--- config.mk ---
export PLATFORM = sky130hd
export DESIGN_NAME = krt_ctrl
export DESIGN_NICKNAME = d
export VERILOG_FILES = /design/src/rtl/krt_pkg.sv /design/src/rtl/krt_ctrl.sv
export SDC_FILE = /design/constraint.sdc
export NUM_CORES = 1
export LEC_CHECK = 0
export BUFFER_PORTS_ARGS = -buffer_cell sky130_fd_sc_hd__buf_2
export CAP_MARGIN = 20
export CORE_ASPECT_RATIO = 1.5
export CORE_MARGIN = 5
export CORE_UTILIZATION = 40
export CTS_BUF_LIST = sky130_fd_sc_hd__clkbuf_2 sky130_fd_sc_hd__clkbuf_4 sky130_fd_sc_hd__clkbuf_8
export DETAILED_ROUTE_END_ITERATION = 8
export PLACE_DENSITY = 0.77
export SKIP_LAST_GASP = 1
export SYNTH_ARGS = -nofsm -noshare
export SYNTH_HDL_FRONTEND = slang
export SYNTH_SLANG_ARGS = --single-unit
export TNS_END_PERCENT = 10
--- constraint.sdc ---
create_clock -name clk -period 2 [get_ports clk]
set_input_delay 0.2 -clock clk [delete_from_list [all_inputs] [get_ports clk]]
set_output_delay 0.2 -clock clk [all_outputs]
set_load 0.05 [all_outputs]
--- src/rtl/krt_pkg.sv ---
// Shared types and codes for the keyed record table.
package krt_pkg;

  localparam int DEPTH_DEF = 64;

  localparam logic [2:0] OP_ADD    = 3'd0;
  localparam logic [2:0] OP_LIST   = 3'd1;
  localparam logic [2:0] OP_SEARCH = 3'd2;
  localparam logic [2:0] OP_UPDATE = 3'd3;
  localparam logic [2:0] OP_DELETE = 3'd4;

  localparam logic [1:0] ST_OK        = 2'd0;
  localparam logic [1:0] ST_NOT_FOUND = 2'd1;
  localparam logic [1:0] ST_FULL      = 2'd2;
  localparam logic [1:0] ST_EMPTY     = 2'd3;

  typedef struct packed {
    logic [2:0]         op;
    logic signed [31:0] key;
    logic signed [31:0] value;
  } krt_in_t;

  typedef struct packed {
    logic [1:0]         status;
    logic signed [31:0] found_key;
    logic signed [31:0] found_value;
    logic               last;
  } krt_out_t;

  // Source of a result word
  typedef enum logic [1:0] {
    RS_ZERO,
    RS_INPUT,
    RS_RDATA,
    RS_HIT
  } krt_rsel_t;

  typedef struct packed {
    logic       cap_in;
    logic       rd_clr;
    logic       rd_step;
    logic       add_wr;
    logic       upd_wr;
    logic       sh_start;
    logic       sh_step;
    logic       cnt_dec;
    logic       out_load;
    krt_rsel_t  sel;
    logic [1:0] status;
    logic       last;
  } krt_cmd_t;

  typedef struct packed {
    logic full;
    logic empty;
    logic hit;
    logic miss_end;
    logic sh_done;
    logic list_last;
    logic out_free;
  } krt_sts_t;

endpackage

--- src/rtl/krt_ctrl.sv ---
// Controller: sequences add, list, scan, update and delete-shift operations.
module krt_ctrl (
  input  logic              clk,
  input  logic              rst_n,
  input  logic              in_valid,
  input  logic [2:0]        in_op,
  output logic              in_ready,
  input  krt_pkg::krt_sts_t sts,
  output krt_pkg::krt_cmd_t cmd
);

  import krt_pkg::*;

  typedef enum logic [2:0] {
    S_IDLE,
    S_DISPATCH,
    S_SCAN,
    S_HIT,
    S_SHIFT,
    S_L_RD,
    S_L_CAP,
    S_RESP
  } state_t;

  state_t     state_r, state_nxt;
  logic [2:0] op_r, op_nxt;
  krt_rsel_t  rsel_r, rsel_nxt;
  logic [1:0] rstat_r, rstat_nxt;

  always_comb begin
    state_nxt = state_r;
    op_nxt    = op_r;
    rsel_nxt  = rsel_r;
    rstat_nxt = rstat_r;
    cmd       = '0;
    cmd.sel   = RS_ZERO;
    in_ready  = 1'b0;
    case (state_r)
      S_IDLE: begin
        in_ready = 1'b1;
        if (in_valid) begin
          cmd.cap_in = 1'b1;
          op_nxt     = in_op;
          state_nxt  = S_DISPATCH;
        end
      end
      S_DISPATCH: begin
        state_nxt = S_RESP;
        rsel_nxt  = RS_ZERO;
        case (op_r)
          OP_ADD: begin
            if (sts.full) begin
              rstat_nxt = ST_FULL;
            end else begin
              cmd.add_wr = 1'b1;
              rsel_nxt   = RS_INPUT;
              rstat_nxt  = ST_OK;
            end
          end
          OP_LIST: begin
            if (sts.empty) begin
              rstat_nxt = ST_EMPTY;
            end else begin
              cmd.rd_clr = 1'b1;
              state_nxt  = S_L_RD;
            end
          end
          OP_SEARCH, OP_UPDATE, OP_DELETE: begin
            if (sts.empty) begin
              rstat_nxt = ST_NOT_FOUND;
            end else begin
              cmd.rd_clr = 1'b1;
              state_nxt  = S_SCAN;
            end
          end
          default: state_nxt = S_IDLE;
        endcase
      end
      S_SCAN: begin
        cmd.rd_step = 1'b1;
        if (sts.hit) begin
          state_nxt = S_HIT;
        end else if (sts.miss_end) begin
          rsel_nxt  = RS_ZERO;
          rstat_nxt = ST_NOT_FOUND;
          state_nxt = S_RESP;
        end
      end
      S_HIT: begin
        rsel_nxt  = RS_HIT;
        rstat_nxt = ST_OK;
        state_nxt = S_RESP;
        case (op_r)
          OP_UPDATE: cmd.upd_wr = 1'b1;
          OP_DELETE: begin
            cmd.sh_start = 1'b1;
            state_nxt    = S_SHIFT;
          end
          default: ;
        endcase
      end
      S_SHIFT: begin
        // later records move down one place, one per cycle
        cmd.sh_step = 1'b1;
        if (sts.sh_done) begin
          cmd.cnt_dec = 1'b1;
          state_nxt   = S_RESP;
        end
      end
      S_L_RD: begin
        cmd.rd_step = 1'b1;
        state_nxt   = S_L_CAP;
      end
      S_L_CAP: begin
        if (sts.out_free) begin
          cmd.out_load = 1'b1;
          cmd.sel      = RS_RDATA;
          cmd.status   = ST_OK;
          cmd.last     = sts.list_last;
          state_nxt    = sts.list_last ? S_IDLE : S_L_RD;
        end
      end
      S_RESP: begin
        if (sts.out_free) begin
          cmd.out_load = 1'b1;
          cmd.sel      = rsel_r;
          cmd.status   = rstat_r;
          cmd.last     = 1'b1;
          state_nxt    = S_IDLE;
        end
      end
      default: state_nxt = S_IDLE;
    endcase
  end

  always_ff @(posedge clk) begin
    if (!rst_n) begin
      state_r <= S_IDLE;
      op_r    <= OP_ADD;
      rsel_r  <= RS_ZERO;
      rstat_r <= ST_OK;
    end else begin
      state_r <= state_nxt;
      op_r    <= op_nxt;
      rsel_r  <= rsel_nxt;
      rstat_r <= rstat_nxt;
    end
  end

endmodule

==> flow_summary.toml, run 1 <==
[outcome]
status = "finished, final reports clean"

[synth]
synth_edf_count = 0
syn-instance-count = 103
synth_common_cells = "dfxtp_1 (10), nor2b_1 (9), nand2_1 (7)"
async_flop_share = 0
yosysSeqAreaShare = 0.250
synth_seq_cells = 10
ys_types = 38
syn-num-nets = 116
yosysMostFrequentCell = "dfxtp_1"
netlist_area_um2 = 800
syn_avg_cell_area_um2 = 7.76
synth_top_area_cell = "dfxtp_1"
ys_top_cells_by_area = "dfxtp_1 (25%), nor2b_1 (7.0%), mux2i_1 (5.0%)"
synth_ff_type = "dfxtp_1"
yosys_warnings = 0
netlist.area_leader.share = 0.250

[die]
dieArea_um2 = 3010
start_util = 0.426
coreArea_um2 = 1880
ios = 28
fp-row-count = 19
die_w_um = 46.5
fp.dieH_um = 64.8

[worst_setup_path]
critPathKind = "flop to output pin"
critPathArrivalTime_ns = 1.77
r2r_end = "state_r[0]"
r2r_setup_slack_ns = 0.37
cp_slowest_stage_delay_ns = 0.45
path_cells = "nor2_1 > nand2_1 > or4_4 > inv_1 > buf_4"
endpoint_kind = "output pin"
worst-path-buf-inv = 2
worst_setup_path_start_kind = "flop"
r2r_cells = 4
crit_required_ns = 1.80
worst-path-max-fanout = 17
cp_slowest_cell = "dfxtp_1"
crit_family = "simple AND/OR/NAND/NOR gates"
crit-reg2reg-launch = "state_r[2]"

[sta]
period_needed_ns = 1.97
finalHoldWorstSlack_ns = 0.193
rsz0062_at_grt = "yes"
slew_viol_final = 0
fin_skew_ns = 0.000949
slew_headroom = 0.687
fin_crit_sh = 0.983
fmax_ghz = 0.509
setup_viol = 0
hold_viol_final = 0
tightest_slew_ns = 0.469
fin_ws_ns = 0.0334

[placement]
io_buffers = 27
gp_congestion = 0.875
pre_cts_slack_ns = 0.273
hpwl_mm = 1.58
place_area_um2 = 946

[clocking]
cts-hold-fix-buffers = 0
cts_tree = "built"
clock_latency_ns = 0.27
cts_setup_buffers = 0
clock_path_buffers = 2
root_buffer = "clkbuf_4"
cts_buffers = 3
htree_levels = 1
cts_resized = 1
cts.sinks = 10
clkTransAtPathRegs_ns = 0.06

[routing]
drc = 0
vias = 806
drtIter0Drc = 29
wl_per_cell_um = 13.8
vias_per_cell = 5.48
dr.pass1.iters = 4
final_antenna_net_count = 0
wirelength_mm = 2.03

[global_routing]
grt_start_max_net_pins = 18
antenna_found_initial = 0
grt_usage = 0.143
overflow = 0
grt_pass1_wl_mm = 3.20
grt_pass1_vias = 755

[power]
leakage_nw = 0.458
power_density_nw_per_um2 = 1350
peakVddDrop_uv = 634
finalPower_mw = 1.32

[layout]
nets = 141
final_cell_area_um2 = 972
syn2layout_area_growth_pct = 21.6
regArea_um2 = 201
n_fill_cell = 177
multi_input_area_um2 = 547
n_antenna_cell = 0
drive_gt1_frac = 0.341
fin_util = 0.518

[min_path]
hold_path_end = "op_r[2]"
holdPathStages = 3
hp-start = "in_op[2]"
hp-class = "input pin to flop"

[run]
drv_cap = 0
[per-layer routing]
metal | global-route usage | routed length (µm) | vias to the layer above
li1 | - | - | 415
met1 | 0.174 | 860 | 363
met2 | 0.229 | 996 | 23
met3 | 0.0249 | 131 | 5
met4 | 0.0747 | 40 | 0
met5 | 0 | 0 | -
[layout make-up]
| type | count | share of cell area |
|---|---|---|
| clock buffers | 3 | 0.0232 |
| inverters | 4 | 0.0154 |
| multi-input cells | 79 | 0.562 |
| flip-flops and latches | 10 | 0.207 |
| well taps | 21 | 0.0270 |
| repair buffers | 30 | 0.165 |
[worst max path at each step]
stage          startpoint      end  slack (ns)  depth (start not counted)
2_1_floorplan  state_r[1]   cmd[4]       -0.53                          4
3_3_place_gp   state_r[2]  cmd[10]        0.32                          5
3_5_place_dp   state_r[2]  cmd[10]        0.27                          5
4_1_cts        state_r[1]   cmd[9]        0.02                          4
5_1_grt        state_r[2]  cmd[10]       -0.04                          5
6_report       state_r[2]  cmd[10]        0.03                          5
[report_power, final]
part / internal [mW] / switching [mW]
sequential: 0.267 / 0.121
combinational: 0.294 / 0.496
clock: 0.0695 / 0.0666
[through the flow]
step / instances / TNS [ns]
floorplan: 103 / -2.08
global placement: 144 / 0
detailed placement: 144 / 0
CTS: 147 / 0
global route: 147 / -0.0833
finish: 147 / 0
[cell usage in the layout (no fill, tap or decap), types with 4 or more instances in the layout]
master	netlist	final
nand2_1	7	7
a21oi_1	5	5
mux2i_1	4	4
and3_1	5	5
nor2b_1	9	9
inv_1	4	4
o21ai_0	6	6
and2_1	4	4
dfxtp_1	10	9
buf_4	0	4
nor2_1	6	6
buf_2	3	26
[sequential cells by signal (all words and copies together), names as in the netlist]
register / flops
op_r: 3
state_r: 3
rsel_r: 2
rstat_r: 2
[tightest hold or removal path, cell delays in order]
cell and delay (ns):
buf_2 0.08, mux2i_1 0.06, nor2b_1 0.09
[cell families after synthesis]
group,share of synthesized area
buffers and inverters,0.0798
AO/OA/AOI/OAI,0.272
AND/OR/NAND/NOR,0.319
multiplexers,0.0642
adder cells (fa/ha/maj),0.0141
flip-flops,0.250
No activity file was read; power rests on OpenSTA's default activity.
==> run 2: changes to the inputs <==
- ABC_AREA: unset -> 1
- PLACE_DENSITY: 0.77 -> 0.78
==> run 2 against run 1 <==
Against the previous run: sequential share of layout area up 0.47 points; count of clock-buffer cells in the layout unchanged; critical path depth unchanged; final cell count up 24%; clock power up 4%; worst hold slack better by 0.0073 ns; power up 13%; sequential power down 4%; critical path type unchanged; largest cell class unchanged; highest routed layer unchanged.
==> flow_summary.toml, run 2 <==
[routing]
vias = 896
drc = 0
wirelength_mm = 2.02
drtIter0Drc = 6
wl_per_cell_um = 11.0
dr.pass1.iters = 4
vias_per_cell = 4.90
final_antenna_net_count = 0

[die]
fp.dieH_um = 64.2
dieArea_um2 = 2960
start_util = 0.422
fp-row-count = 19
coreArea_um2 = 1850
ios = 28
die_w_um = 46.1

[synth]
ys_top_cells_by_area = "dfxtp_1 (26%), nand2_1 (13%), nor2_1 (12%)"
async_flop_share = 0
syn-num-nets = 147
yosysSeqAreaShare = 0.256
yosys_warnings = 0
syn-instance-count = 134
netlist_area_um2 = 783
synth_edf_count = 0
ys_types = 20
yosysMostFrequentCell = "nand2_1"
netlist.area_leader.share = 0.256
synth_ff_type = "dfxtp_1"
synth_common_cells = "nand2_1 (27), nor2_1 (24), inv_1 (19)"
synth_top_area_cell = "dfxtp_1"
synth_seq_cells = 10
syn_avg_cell_area_um2 = 5.85

[layout]
regArea_um2 = 200
layout_common_cells = "nand2_1 (27), buf_2 (27), nor2_1 (24), inv_1 (19), nand3_1 (12)"
fin_util = 0.509
fin_cells = 183
drive_gt1_frac = 0.315
n_fill_cell = 210
n_antenna_cell = 0
nets = 177
reg_top3 = "op_r (3), state_r (3)"
syn2layout_area_growth_pct = 20.6
final_cell_area_um2 = 945
multi_input_area_um2 = 470

[clocking]
clock_path_buffers = 2
clock_latency_ns = 0.27
cts_buffers = 3
cts_setup_buffers = 0
clkTransAtPathRegs_ns = 0.07
htree_levels = 1
cts.sinks = 10
cts-hold-fix-buffers = 0
cts_resized = 0
cts_tree = "built"
root_buffer = "clkbuf_4"

[power]
p_int_mw = 0.624
p_clk_frac = 0.095
power_frac_comb = 0.653
seqPwrFrac = 0.252
leakage_nw = 0.524
swShare = 0.580
power_density_nw_per_um2 = 1570
peakVddDrop_uv = 855
p_sw_mw = 0.862

[worst_setup_path]
r2r_setup_slack_ns = 0.62
cp_slowest_cell = "dfxtp_1"
worst_setup_path_start_kind = "flop"
endpoint_kind = "output pin"
critPathArrivalTime_ns = 1.63
critPathKind = "flop to output pin"
crit_required_ns = 1.80
worst-path-max-fanout = 7
cp_slowest_stage_delay_ns = 0.46
path_cells = "inv_2 > nor2_4 > nand2_2 > nor4_1 > buf_2"

[global_routing]
antenna_found_initial = 0
grt_usage = 0.146
grt_start_max_net_pins = 11
grt_pass1_vias = 873
grt_pass1_wl_mm = 3.31
overflow = 0

[placement]
io_buffers = 27
gp_congestion = 0.891
place_area_um2 = 922
dp_cells = 180
hpwl_mm = 1.74

[sta]
fin_skew_ns = 0.00294
tns_ns = 0
setup_viol = 0
fmax_ghz = 0.546
slew_viol_final = 0
period_needed_ns = 1.83
slew_headroom = 0.746
hold_viol_final = 0
rsz0062_at_grt = "no"
fin_crit_sh = 0.916
tightest_slew_ns = 0.380

[min_path]
hp-class = "input pin to flop"

[outcome]
status = "finished, final reports clean"

[run]
drv_cap = 0
run 2: layout make-up:
| cell class | count | area share |
|---|---|---|
| Multi-Input combinational cell | 98 | 0.498 |
| Sequential cell | 10 | 0.212 |
| Timing Repair Buffer | 27 | 0.143 |
| Inverter | 24 | 0.0954 |
| Tap cell | 21 | 0.0278 |
| Clock buffer | 3 | 0.0238 |
run 2: cells by family (layout without fill, tap and decap cells):
| logic type | Yosys count | in the layout | synth area share |
|---|---|---|---|
| buffers and inverters | 26 | 54 | 0.144 |
| AO/OA/AOI/OAI | 17 | 17 | 0.118 |
| AND/OR/NAND/NOR | 81 | 81 | 0.482 |
| flip-flops | 10 | 10 | 0.256 |
run 2: per-stage QoR:
stage               hold WS (ns)  power (mW)  setup WS (ns)
CTS                        0.205        1.49          0.181
global route               0.212        1.62        0.00138
floorplan                  0.320        1.18         -0.380
detailed placement         0.455        1.35          0.479
finish                     0.200        1.49          0.168
global placement           0.457        1.34          0.510
run 2: power groups by stage:
stage	logic, mW	registers, mW	clock network, mW
after floorplan	0.862	0.320	0
after global placement	0.965	0.375	0
after CTS	0.979	0.373	0.140
after detailed placement	0.976	0.378	0
after global routing	1.09	0.382	0.149
final	0.971	0.374	0.142
run 2: metal layers:
metal | share of wire | GRT usage
met5 | 0 | 0
met4 | 0.029 | 0.0996
met3 | 0.039 | 0.0112
met2 | 0.50 | 0.245
met1 | 0.43 | 0.164
run 2: worst paths after layout:
kind | startpoint | end | depth (start not counted)
worst max-delay path | state_r[1] | cmd[9] | 5
worst min-delay path | in_op[1] | op_r[1] | 3
worst max register to register | state_r[0] | rstat_r[0] | 7
worst min register to register | rsel_r[0] | rsel_r[0] | 2
run 2: worst max-delay path, delay by kind of cell (launching register included):
family | cells | cell delay [ns]
flops | 1 | 0.46
simple gates | 3 | 0.48
buf+inv | 2 | 0.43
